## config.mk

```make
export PLATFORM = sky130hd
export DESIGN_NAME = path_length_odometer
export DESIGN_NICKNAME = d
export VERILOG_FILES = /design/src/rtl/core/plo_pkg.sv /design/src/rtl/core/path_length_odometer.sv
export VERILOG_INCLUDE_DIRS = /design/src /design/src/rtl/core
export SDC_FILE = /design/constraint.sdc
export NUM_CORES = 1
export LEC_CHECK = 0
export BUFFER_PORTS_ARGS = -buffer_cell sky130_fd_sc_hd__buf_4
export CAP_MARGIN = 5
export CELL_PAD_IN_SITES_DETAIL_PLACEMENT = 1
export CELL_PAD_IN_SITES_GLOBAL_PLACEMENT = 2
export CORE_MARGIN = 3
export CORE_UTILIZATION = 36
export CTS_CLUSTER_SIZE = 30
export DETAILED_ROUTE_END_ITERATION = 12
export PLACE_DENSITY = 0.75
export SLEW_MARGIN = 20
export SYNTH_ARGS = -nofsm -noshare
export SYNTH_HDL_FRONTEND = slang
export SYNTH_SLANG_ARGS = --single-unit
```

## constraint.sdc

```tcl
create_clock -name aclk -period 6.5 [get_ports aclk]
set_input_delay 1.3 -clock aclk [delete_from_list [all_inputs] [get_ports aclk]]
set_output_delay 1.3 -clock aclk [all_outputs]
set_load 0.02 [all_outputs]
```

## src/rtl/core/assert_macros.svh

```systemverilog
// Assertion macros shared by the RTL that checks its own control logic.
`ifndef ASSERT_MACROS_SVH
`define ASSERT_MACROS_SVH

// Same-cycle implication under an active-low synchronous reset.
`define ASSERT_IMP(name, clk, rstn, ante, cons) \
    name: assert property (@(posedge clk) disable iff (!rstn) (ante) |-> (cons)) \
        else $error("same-cycle check failed");

// Next-cycle implication under an active-low synchronous reset.
`define ASSERT_NXT(name, clk, rstn, ante, cons) \
    name: assert property (@(posedge clk) disable iff (!rstn) (ante) |=> (cons)) \
        else $error("next-cycle check failed");

`endif

```

## src/rtl/core/plo_pkg.sv

```systemverilog
// Constants and register codes for the path length odometer.
package plo_pkg;

    localparam int SLOT_BITS  = 8;
    localparam int RATE_BITS  = 16;
    localparam int LIMIT_BITS = 26;

    localparam int CFG_INDEX_BITS = 2;
    localparam int CFG_DATA_BITS  = LIMIT_BITS;

    localparam logic [CFG_INDEX_BITS-1:0] REG_TRACKED_SLOT = 2'd0;
    localparam logic [CFG_INDEX_BITS-1:0] REG_JUMP_LIMIT   = 2'd1;

    localparam logic [SLOT_BITS-1:0]  SLOT_RESET  = 8'd0;
    localparam logic [LIMIT_BITS-1:0] LIMIT_RESET = 26'd256000;

    // Input tdata layout: owner, rate, then the three coordinates.
    localparam int OWNER_LSB = 0;
    localparam int RATE_LSB  = OWNER_LSB + SLOT_BITS;
    localparam int POS_LSB   = RATE_LSB + RATE_BITS;

    // Output tuser layout.
    localparam int USER_ADDED = 0;
    localparam int USER_JUMP  = 1;
    localparam int M_USER_BITS = 2;

endpackage

```

## src/rtl/core/path_length_odometer.sv

```systemverilog
// Path length odometer: serial squares, serial square root, saturating total.
//
// Input requests arrive on s_tvalid/s_tready: s_tuser carries the restart flag,
// s_tdata carries owner, rate and the x/y/z position. Each request gives one
// result on m_tvalid/m_tready: m_tdata is the running total, m_tuser flags
// whether a segment was added or a jump restarted tracking.
// A request counts when owner matches tracked_slot and rate is non-zero.
// The first counted request only records its position; a start-only or
// uncounted request goes from ST_IDLE straight to ST_DONE.
// A measured request runs the three squares together, one multiplier bit per
// cycle in ST_MUL, then the square root, one root bit per cycle in ST_SQRT.
// One request is in work at a time; s_tready is high when the datapath is idle.
// The result sits in an output register, so the next request is accepted
// while the receiver stalls; a finished result waits there for m_tready.
// Configuration writes on cfg_valid/cfg_index/cfg_wdata are always accepted
// and must only be issued while the block is idle.
// aresetn (synchronous, active low) clears the total, the start flag, the last
// position and the registers to their reset values.
`include "assert_macros.svh"

module path_length_odometer
    import plo_pkg::*;
#(
    parameter int POS_BITS   = 24,
    parameter int TOTAL_BITS = 40
) (
    input  logic aclk,
    input  logic aresetn,

    input  logic                                   s_tvalid,
    output logic                                   s_tready,
    // owner [7:0], rate, pos_x, pos_y, pos_z from bit 0 up, zero padded
    input  logic [((SLOT_BITS+RATE_BITS+3*POS_BITS+7)/8)*8-1:0] s_tdata,
    // restart
    input  logic                                   s_tuser,

    output logic                                   m_tvalid,
    input  logic                                   m_tready,
    // total_distance from bit 0 up, zero padded
    output logic [((TOTAL_BITS+7)/8)*8-1:0]        m_tdata,
    // added [0], jump_seen [1]
    output logic [M_USER_BITS-1:0]                 m_tuser,

    input  logic                                   cfg_valid,
    output logic                                   cfg_ready,
    input  logic [CFG_INDEX_BITS-1:0]              cfg_index,
    input  logic [CFG_DATA_BITS-1:0]               cfg_wdata
);

    localparam int M_DATA_BITS = ((TOTAL_BITS + 7) / 8) * 8;
    localparam int ROOT_BITS   = POS_BITS + 1;
    localparam int SUM_BITS    = 2 * ROOT_BITS;
    localparam int REM_BITS    = ROOT_BITS + 2;
    localparam int ACC_BITS    = POS_BITS + 3;
    localparam int CNT_BITS    = $clog2(ROOT_BITS);
    localparam int CMP_BITS    = (ROOT_BITS > LIMIT_BITS) ? ROOT_BITS : LIMIT_BITS;
    localparam int ADD_BITS    = ((TOTAL_BITS > LIMIT_BITS) ? TOTAL_BITS : LIMIT_BITS) + 1;

    typedef enum logic [1:0] {ST_IDLE, ST_MUL, ST_SQRT, ST_DONE} state_t;

    state_t                  state_reg, state_next;
    logic [SLOT_BITS-1:0]    slot_reg, slot_next;
    logic [LIMIT_BITS-1:0]   limit_reg, limit_next;
    logic                    have_last_reg, have_last_next;
    logic                    measure_reg, measure_next;
    logic [TOTAL_BITS-1:0]   total_reg, total_next;
    logic [POS_BITS-1:0]     last_x_reg, last_x_next;
    logic [POS_BITS-1:0]     last_y_reg, last_y_next;
    logic [POS_BITS-1:0]     last_z_reg, last_z_next;
    logic [POS_BITS-1:0]     mag_x_reg, mag_x_next;
    logic [POS_BITS-1:0]     mag_y_reg, mag_y_next;
    logic [POS_BITS-1:0]     mag_z_reg, mag_z_next;
    logic [POS_BITS-1:0]     mul_x_reg, mul_x_next;
    logic [POS_BITS-1:0]     mul_y_reg, mul_y_next;
    logic [POS_BITS-1:0]     mul_z_reg, mul_z_next;
    logic [SUM_BITS-1:0]     sum_reg, sum_next;
    logic [REM_BITS-1:0]     rem_reg, rem_next;
    logic [ROOT_BITS-1:0]    root_reg, root_next;
    logic [CNT_BITS-1:0]     cnt_reg, cnt_next;
    logic                    m_tvalid_reg, m_tvalid_next;
    logic [M_DATA_BITS-1:0]  m_tdata_reg, m_tdata_next;
    logic [M_USER_BITS-1:0]  m_tuser_reg, m_tuser_next;

    logic [SLOT_BITS-1:0]    in_owner;
    logic [RATE_BITS-1:0]    in_rate;
    logic [POS_BITS-1:0]     in_x, in_y, in_z;
    logic                    counted;
    logic                    hl_eff;
    logic [TOTAL_BITS-1:0]   total_eff;
    logic [ACC_BITS-1:0]     acc;
    logic [REM_BITS-1:0]     rem_sh, trial;
    logic [CMP_BITS-1:0]     dist_w, limit_w;
    logic [ADD_BITS-1:0]     add_sum;
    logic [TOTAL_BITS-1:0]   total_sat;
    logic                    out_free;

    function automatic logic [POS_BITS-1:0] abs_diff(
        input logic [POS_BITS-1:0] a,
        input logic [POS_BITS-1:0] b
    );
        logic [POS_BITS:0] d;
        d = {a[POS_BITS-1], a} - {b[POS_BITS-1], b};
        if (d[POS_BITS]) begin
            d = ~d + 1'b1;
        end
        return d[POS_BITS-1:0];
    endfunction

    assign in_owner = s_tdata[OWNER_LSB +: SLOT_BITS];
    assign in_rate  = s_tdata[RATE_LSB +: RATE_BITS];
    assign in_x     = s_tdata[POS_LSB +: POS_BITS];
    assign in_y     = s_tdata[POS_LSB + POS_BITS +: POS_BITS];
    assign in_z     = s_tdata[POS_LSB + 2*POS_BITS +: POS_BITS];

    assign counted   = (in_owner == slot_reg) && (in_rate != '0);
    assign hl_eff    = s_tuser ? 1'b0 : have_last_reg;
    assign total_eff = s_tuser ? '0 : total_reg;

    // Three partial products share one narrow adder with the upper sum half.
    assign acc = ACC_BITS'(sum_reg[SUM_BITS-1:POS_BITS])
               + (mul_x_reg[0] ? ACC_BITS'(mag_x_reg) : '0)
               + (mul_y_reg[0] ? ACC_BITS'(mag_y_reg) : '0)
               + (mul_z_reg[0] ? ACC_BITS'(mag_z_reg) : '0);

    // One root bit per cycle: bring down two sum bits, try 4r+1.
    assign rem_sh = {rem_reg[REM_BITS-3:0], sum_reg[SUM_BITS-1 -: 2]};
    assign trial  = {root_reg, 2'b01};

    assign dist_w    = CMP_BITS'(root_reg);
    assign limit_w   = CMP_BITS'(limit_reg);
    assign add_sum   = ADD_BITS'(total_reg) + ADD_BITS'(dist_w[LIMIT_BITS-1:0]);
    assign total_sat = (add_sum[ADD_BITS-1:TOTAL_BITS] != '0) ? {TOTAL_BITS{1'b1}}
                                                              : add_sum[TOTAL_BITS-1:0];

    assign out_free  = !m_tvalid_reg || m_tready;

    always_comb begin
        state_next     = state_reg;
        slot_next      = slot_reg;
        limit_next     = limit_reg;
        have_last_next = have_last_reg;
        measure_next   = measure_reg;
        total_next     = total_reg;
        last_x_next    = last_x_reg;
        last_y_next    = last_y_reg;
        last_z_next    = last_z_reg;
        mag_x_next     = mag_x_reg;
        mag_y_next     = mag_y_reg;
        mag_z_next     = mag_z_reg;
        mul_x_next     = mul_x_reg;
        mul_y_next     = mul_y_reg;
        mul_z_next     = mul_z_reg;
        sum_next       = sum_reg;
        rem_next       = rem_reg;
        root_next      = root_reg;
        cnt_next       = cnt_reg;
        m_tvalid_next  = m_tvalid_reg && !m_tready;
        m_tdata_next   = m_tdata_reg;
        m_tuser_next   = m_tuser_reg;

        if (cfg_valid) begin
            case (cfg_index)
                REG_TRACKED_SLOT: slot_next  = cfg_wdata[SLOT_BITS-1:0];
                REG_JUMP_LIMIT:   limit_next = cfg_wdata[LIMIT_BITS-1:0];
                default: ;
            endcase
        end

        case (state_reg)
            ST_IDLE: begin
                if (s_tvalid) begin
                    total_next     = total_eff;
                    have_last_next = hl_eff || counted;
                    measure_next   = counted && hl_eff;
                    if (counted) begin
                        last_x_next = in_x;
                        last_y_next = in_y;
                        last_z_next = in_z;
                    end
                    if (counted && hl_eff) begin
                        mag_x_next = abs_diff(in_x, last_x_reg);
                        mag_y_next = abs_diff(in_y, last_y_reg);
                        mag_z_next = abs_diff(in_z, last_z_reg);
                        mul_x_next = mag_x_next;
                        mul_y_next = mag_y_next;
                        mul_z_next = mag_z_next;
                        sum_next   = '0;
                        cnt_next   = CNT_BITS'(POS_BITS - 1);
                        state_next = ST_MUL;
                    end else begin
                        state_next = ST_DONE;
                    end
                end
            end
            ST_MUL: begin
                sum_next   = {acc[ACC_BITS-1:1], acc[0], sum_reg[POS_BITS-1:1]};
                mul_x_next = mul_x_reg >> 1;
                mul_y_next = mul_y_reg >> 1;
                mul_z_next = mul_z_reg >> 1;
                cnt_next   = cnt_reg - 1'b1;
                if (cnt_reg == '0) begin
                    rem_next   = '0;
                    root_next  = '0;
                    cnt_next   = CNT_BITS'(ROOT_BITS - 1);
                    state_next = ST_SQRT;
                end
            end
            ST_SQRT: begin
                sum_next = sum_reg << 2;
                if (rem_sh >= trial) begin
                    rem_next  = rem_sh - trial;
                    root_next = {root_reg[ROOT_BITS-2:0], 1'b1};
                end else begin
                    rem_next  = rem_sh;
                    root_next = {root_reg[ROOT_BITS-2:0], 1'b0};
                end
                cnt_next = cnt_reg - 1'b1;
                if (cnt_reg == '0) begin
                    state_next = ST_DONE;
                end
            end
            ST_DONE: begin
                // Hold the result until the output register is free.
                if (out_free) begin
                    m_tvalid_next = 1'b1;
                    m_tuser_next  = '0;
                    m_tdata_next  = M_DATA_BITS'(total_reg);
                    if (measure_reg) begin
                        if (dist_w < limit_w) begin
                            total_next               = total_sat;
                            m_tdata_next             = M_DATA_BITS'(total_sat);
                            m_tuser_next[USER_ADDED] = 1'b1;
                        end else begin
                            have_last_next          = 1'b0;
                            m_tuser_next[USER_JUMP] = 1'b1;
                        end
                    end
                    state_next = ST_IDLE;
                end
            end
            default: state_next = ST_IDLE;
        endcase
    end

    always_ff @(posedge aclk) begin
        if (!aresetn) begin
            state_reg     <= ST_IDLE;
            slot_reg      <= SLOT_RESET;
            limit_reg     <= LIMIT_RESET;
            have_last_reg <= 1'b0;
            measure_reg   <= 1'b0;
            total_reg     <= '0;
            last_x_reg    <= '0;
            last_y_reg    <= '0;
            last_z_reg    <= '0;
            m_tvalid_reg  <= 1'b0;
        end else begin
            state_reg     <= state_next;
            slot_reg      <= slot_next;
            limit_reg     <= limit_next;
            have_last_reg <= have_last_next;
            measure_reg   <= measure_next;
            total_reg     <= total_next;
            last_x_reg    <= last_x_next;
            last_y_reg    <= last_y_next;
            last_z_reg    <= last_z_next;
            m_tvalid_reg  <= m_tvalid_next;
        end
        mag_x_reg   <= mag_x_next;
        mag_y_reg   <= mag_y_next;
        mag_z_reg   <= mag_z_next;
        mul_x_reg   <= mul_x_next;
        mul_y_reg   <= mul_y_next;
        mul_z_reg   <= mul_z_next;
        sum_reg     <= sum_next;
        rem_reg     <= rem_next;
        root_reg    <= root_next;
        cnt_reg     <= cnt_next;
        m_tdata_reg <= m_tdata_next;
        m_tuser_reg <= m_tuser_next;
    end

    assign s_tready  = (state_reg == ST_IDLE);
    assign cfg_ready = 1'b1;
    assign m_tvalid  = m_tvalid_reg;
    assign m_tdata   = m_tdata_reg;
    assign m_tuser   = m_tuser_reg;

    `ASSERT_NXT(a_mul_to_sqrt, aclk, aresetn, (state_reg == ST_MUL) && (cnt_reg == '0), state_reg == ST_SQRT)
    `ASSERT_IMP(a_rem_bound, aclk, aresetn, state_reg == ST_SQRT, rem_reg <= (REM_BITS'(root_reg) << 1))
    `ASSERT_NXT(a_done_holds, aclk, aresetn, (state_reg == ST_DONE) && m_tvalid_reg && !m_tready, state_reg == ST_DONE)

endmodule

```

==> results of run 1 <==
## stage by stage
step,cell area (um2),worst slack (ns)
floorplan,28700,0.0711
global placement,31100,1.23
detailed placement,31100,1.10
CTS,32900,1.13
global route,33000,0.759
finish,33000,1.10
## worst max-delay path by stage
stage          depth (start not counted)          from  slack [ns]            end
6_report                              16  mul_x_reg[0]        1.10    sum_reg[47]
5_1_grt                               16  mul_x_reg[0]        0.76    sum_reg[47]
4_1_cts                               16  mul_x_reg[0]        1.13    sum_reg[47]
3_5_place_dp                          16   s_tdata[24]        1.10  mul_x_reg[21]
3_3_place_gp                          15   s_tdata[24]        1.23  mul_x_reg[21]
2_1_floorplan                          6    s_tdata[4]        0.07   mul_x_reg[0]
## power breakdown
part | internal (mW) | switching (mW)
combinational | 1.92 | 2.80
sequential | 3.66 | 0.269
clock | 1.79 | 1.27
## cells by family after synthesis
kind of cell | synth area share
AO/OA/AOI/OAI | 0.178
XOR/XNOR | 0.0552
adder cells (fa/ha/maj) | 0.116
buffers and inverters | 0.0507
flip-flops | 0.410
multiplexers | 0.0397
other | 0.000131
AND/OR/NAND/NOR | 0.150
## area by class of cell
class | instances | share of cell area
Sequential cell | 442 | 0.357
Tap cell | 1040 | 0.0395
Timing Repair Buffer | 195 | 0.0455
Clock inverter | 33 | 0.00991
Clock buffer | 69 | 0.0452
Multi-Input combinational cell | 2210 | 0.473
Inverter | 268 | 0.0305
## per-layer routing
metal	share of wire	GRT usage	up-vias
met5	0	0	-
li1	-	-	11000
met3	0.034	0.0242	87
met2	0.49	0.339	316
met1	0.45	0.243	10900
met4	0.021	0.0460	0
## cell usage after synthesis (19+ instances only)
library cell / number / share of area
a211oi_1: 22 / 0.0058
a21boi_0: 89 / 0.023
a21o_1: 63 / 0.016
a21oi_1: 165 / 0.029
a22o_1: 44 / 0.013
a31oi_1: 40 / 0.0087
and2_1: 21 / 0.0046
and3_1: 28 / 0.0061
clkbuf_1: 105 / 0.014
dfxtp_1: 151 / 0.11
edfxtp_1: 291 / 0.30
fa_1: 52 / 0.036
ha_1: 183 / 0.080
inv_1: 267 / 0.035
mux2_2: 70 / 0.027
mux2i_1: 35 / 0.012
nand2_1: 403 / 0.053
nand2b_1: 26 / 0.0057
nand3_1: 47 / 0.0082
nand4_1: 22 / 0.0048
nor2_1: 215 / 0.028
nor2b_1: 35 / 0.0076
nor3_1: 51 / 0.0089
nor4_1: 19 / 0.0041
o211ai_1: 21 / 0.0055
o21a_1: 40 / 0.010
o21ai_0: 128 / 0.022
o21bai_1: 20 / 0.0052
o31ai_1: 19 / 0.0050
xnor2_1: 103 / 0.031
xor2_1: 78 / 0.024
## critical path: cells and delay by family, from the launching register on
| family | cells | cell delay (ns) |
|---|---|---|
| xor+xnor | 1 | 0.15 |
| fa+ha+maj | 3 | 1.38 |
| buf+inv | 1 | 0.07 |
| flops | 1 | 0.92 |
| compound gates | 10 | 2.42 |
| simple gates | 1 | 0.18 |
==> out/metrics.cfg, run 1 <==
[status]
status=completed

[die]
start_util=0.367
ios=175
dieArea_um2=83100
die_h_um=288
core.rowCount=102
core_area_um2=78200
die_w_um=288

[pwr]
power_density_nw_per_um2=356
peakVddDrop_mv=0.221
power.leakage_nw=12.7
design_power_total_mw=11.7

[clocking]
cts-buffers-inserted=55
cts_num_sinks=442
cts_tree=yes
postCtsSetupBuffers=0
clkTransAtPathRegs_ns=0.06
cts_root_buf=clkbuf_16
clock_latency_ns=0.61
cts.hold.buffers_added=0
cts_buffer_depth=3
cts_resized=0
h-tree-depth=2

[logic_synthesis]
ys_ff_latch=442
yosysWarnings=0
syn_nets=3402
syn-cell-area_um2=28700
synth_edf_count=291
ys.flop_type=edfxtp_1
ys_async_sr_fraction=0
ys_seq_area_frac=0.410
syn_area_per_cell_um2=9.45
syn_inst=3037
ys_types=95

[drt]
first_pass_iters=5
drtIter0Drc=963
totalWireLength_um=79900
routed_via_density=5.26
num_vias=22400
wire_per_inst_um=18.8
ant_nets=0
drc=0

[global_routing]
grt_pass1_vias=23800
grt_use_total=0.190
grt_pass1_wl_um=128000
antenna_found_initial=0
grt_max_degree=67
overflow=0

[cells_and_area]
seq_area_um2=11800
multiInputGateArea_um2=15600
num_antenna_cells=0
final_common_cell=nand2_1
final-instance-count-excl-fill=4257
largest_reg_flops=50
post-route-util=0.421
area_growth_pct=14.9
num-fill-cells=8829
fin_nets=3537
final_cell_mix=nand2_1 (403), edfxtp_1 (291), inv_1 (267)
drive_above_1_share=0.125

[worst_hold_path]
hold_path_depth=2
min_to=last_y_reg[9]
hp-start=last_y_reg[9]
hold_class=reg2reg

[worst_setup_path]
critical_path_class=reg2reg
required_ns=6.83
slowest_delay_ns=0.92
cp_slowest_cell=edfxtp_1
crit_path_start_kind=flip-flop
worst-endpoint-arrival_ns=5.73
cp_max_fo=24
crit_path_end_kind=flip-flop
crit_chain=nand2_1 > fa_1 > fa_1 > inv_1 > ha_1 > a21o_1 > a21oi_1 > o21ai_0 > a41o_1 > o31a_1 > a211o_1 > o21a_1 > a211o_1 > a21oi_1 > xnor2_1 > o21ai_0
r2r_cells=16
rr_startpoint=mul_x_reg[0]
r2r_setup_slack_ns=1.10
timing.rr.end=sum_reg[47]

[sta]
max_freq_mhz=185
period_share=0.830
timing.final.hold_violations=0
max_slew_margin=0.255
worst_clock_skew_ns=0.0288
setup_viol=0
timing.final.crit_period_ns=5.40
setup-tns-final_ns=0
finalMaxSlewViolations=0
rsz0062_at_grt=false
whs_ns=0.460
tightest_slew_ns=1.12

[place]
io_buffers=173
place_inst=4154
hpwl_um=60800
gp_congestion=0.861

[run]
cap_violations=0

Note: power is estimated with default switching activity, not from simulation.
==> run 2: changes to the inputs <==
--- a/config.mk
+++ b/config.mk
@@ -11,10 +11,10 @@
 export CELL_PAD_IN_SITES_DETAIL_PLACEMENT = 1
 export CELL_PAD_IN_SITES_GLOBAL_PLACEMENT = 2
 export CORE_MARGIN = 3
-export CORE_UTILIZATION = 36
+export CORE_UTILIZATION = 40
 export CTS_CLUSTER_SIZE = 30
 export DETAILED_ROUTE_END_ITERATION = 12
-export PLACE_DENSITY = 0.75
+export PLACE_DENSITY = 0.8
 export SLEW_MARGIN = 20
 export SYNTH_ARGS = -nofsm -noshare
 export SYNTH_HDL_FRONTEND = slang
==> constraint.sdc (replaced) <==
create_clock -name aclk -period 5.45 [get_ports aclk]
set_input_delay 1.09 -clock aclk [delete_from_list [all_inputs] [get_ports aclk]]
set_output_delay 1.09 -clock aclk [all_outputs]
set_load 0.02 [all_outputs]
==> out/metrics.cfg, run 2 (synthesis gave the netlist of run 1 again) <==
[sta]
worst_clock_skew_ns=0.0234  ; -0.00544 ns
tightest_slew_ns=1.06  ; -0.0596 ns
timing.final.crit_period_ns=4.94  ; -0.454 ns
finalMaxSlewViolations=0  ; unchanged
setup_viol=0  ; unchanged
max_freq_mhz=202  ; +9.2%
max_slew_margin=0.294  ; +0.0398
worst_slack_ns=0.507  ; -0.596 ns
setup-tns-final_ns=0  ; unchanged
timing.final.hold_violations=0  ; unchanged
period_share=0.907  ; +0.0766
rsz0062_at_grt=false

[pwr]
power_density_nw_per_um2=428  ; +20%
design_power_total_mw=14.1  ; +20%
power.leakage_nw=12.8  ; +0.60%
peakVddDrop_mv=0.239  ; +8.2%

[cells_and_area]
fin_nets=3545  ; +0.23%
drive_above_1_share=0.128  ; +0.00287
final_common_cell=nand2_1
final_cell_mix=nand2_1 (403), edfxtp_1 (291), inv_1 (267)
largest_reg_flops=50  ; unchanged
area_growth_pct=14.8  ; about the same
num-fill-cells=7965  ; -9.8%

[global_routing]
grt_use_total=0.209  ; +0.0189
grt_pass1_wl_um=127000  ; -1.1%
antenna_found_initial=2  ; +2
grt_max_degree=74  ; +10%
grt_pass1_vias=23500  ; -1.2%
overflow=0  ; unchanged

[die]
die_w_um=274  ; -5.0%
ios=175  ; unchanged
core_area_um2=70500  ; -9.9%
core.rowCount=97  ; -4.9%
dieArea_um2=75000  ; -9.8%
die_h_um=274  ; -5.0%
start_util=0.407  ; +0.0402

[place]
io_buffers=173  ; unchanged
gp_congestion=0.878  ; +1.9%
place_ws_ns=0.347  ; -0.758 ns
hpwl_um=59900  ; -1.6%

[status]
status=completed

[clocking]
cts.hold.buffers_added=0  ; unchanged
clkTransAtPathRegs_ns=0.06  ; about the same
cts_num_sinks=442  ; unchanged
cts_buffer_depth=3  ; unchanged
h-tree-depth=2  ; unchanged
postCtsSetupBuffers=0  ; unchanged
clock_latency_ns=0.61  ; about the same
cts_tree=yes
cts_root_buf=clkbuf_16
cts_resized=0  ; unchanged
cts-buffers-inserted=54  ; -1.8%

[drt]
drtIter0Drc=946  ; -1.8%
routed_via_density=5.39  ; +2.6%
wire_per_inst_um=19.0  ; +1.2%
drc=0  ; unchanged
totalWireLength_um=79200  ; -0.94%
first_pass_iters=5  ; unchanged
ant_nets=0  ; unchanged
num_vias=22500  ; +0.41%

[worst_setup_path]
required_ns=5.76  ; -1.07 ns
worst-endpoint-arrival_ns=5.26  ; -0.47 ns
crit_path_start_kind=flip-flop
critical_path_class=reg2reg
cp_max_fo=11  ; -54%
crit_path_end_kind=flip-flop

[worst_hold_path]
hold_class=reg2reg

[run]
cap_violations=0  ; unchanged

## run 2: cell count changes in the layout (fill, tap and decap cells not counted), sizes merged
cell	before	now
buf	195	204
inv	270	272
bufinv	4	8
clkinv	21	18
diode	0	2
clkinvlp	6	4
clkbuf	69	65
## run 2: critical path, stage by stage, from the launching register on
cell and delay, ns:
edfxtp_1 0.57, nand2_1 0.16, fa_1 0.52, fa_1 0.54, inv_1 0.07, ha_1 0.29
a21o_1 0.17, a21oi_1 0.21, o21ai_0 0.21, a41o_1 0.32, o31a_1 0.29, a211o_1 0.32
o21a_1 0.26, a211o_1 0.28, a21oi_1 0.24, xnor2_1 0.15, o21ai_0 0.08
## run 2: routing by layer
layer	up-vias	GRT usage	routed length, um
met3	107	0.0237	2680
met2	324	0.375	39300
met4	0	0.0679	2420
li1	11100	-	-
met1	11000	0.260	34700
met5	-	0	0
## run 2: where the power goes
part / leakage (nW) / internal [mW] / switching, mW
sequential: 3.93 / 4.37 / 0.309
combinational: 7.92 / 2.31 / 3.33
clock: 0.906 / 2.30 / 1.48
total: 12.8 / 8.98 / 5.12
## run 2: area by class of cell
class	instances	area [um2]	share of cell area
Multi-Input combinational cell	2210	15600	0.473
Inverter	268	1010	0.0305
Antenna cell	2	5.00	0.000152
Clock inverter	34	397	0.0120
Tap cell	940	1180	0.0357
Sequential cell	442	11800	0.357
Timing Repair Buffer	204	1560	0.0473
Clock buffer	65	1470	0.0445
## run 2: worst paths after layout
check                    start      endpoint  slack, ns  cells after the start
setup / recovery  mul_x_reg[0]   sum_reg[47]       0.51                     16
hold / removal    limit_reg[0]  limit_reg[0]       0.45                      2
setup reg to reg  mul_x_reg[0]   sum_reg[47]       0.51                     16
hold reg to reg   limit_reg[0]  limit_reg[0]       0.45                      2
## run 2: stage by stage
step                      utilization  hold slack [ns]  instance area (um2)  instances
after floorplan                     -            0.436                28700       3037
after global placement          0.441            0.445                31100       4064
after detailed placement        0.441            0.451                31100       4064
after CTS                       0.467            0.459                32900       4163
after global routing            0.467            0.477                32900       4164
final                           0.467            0.454                32900       4165
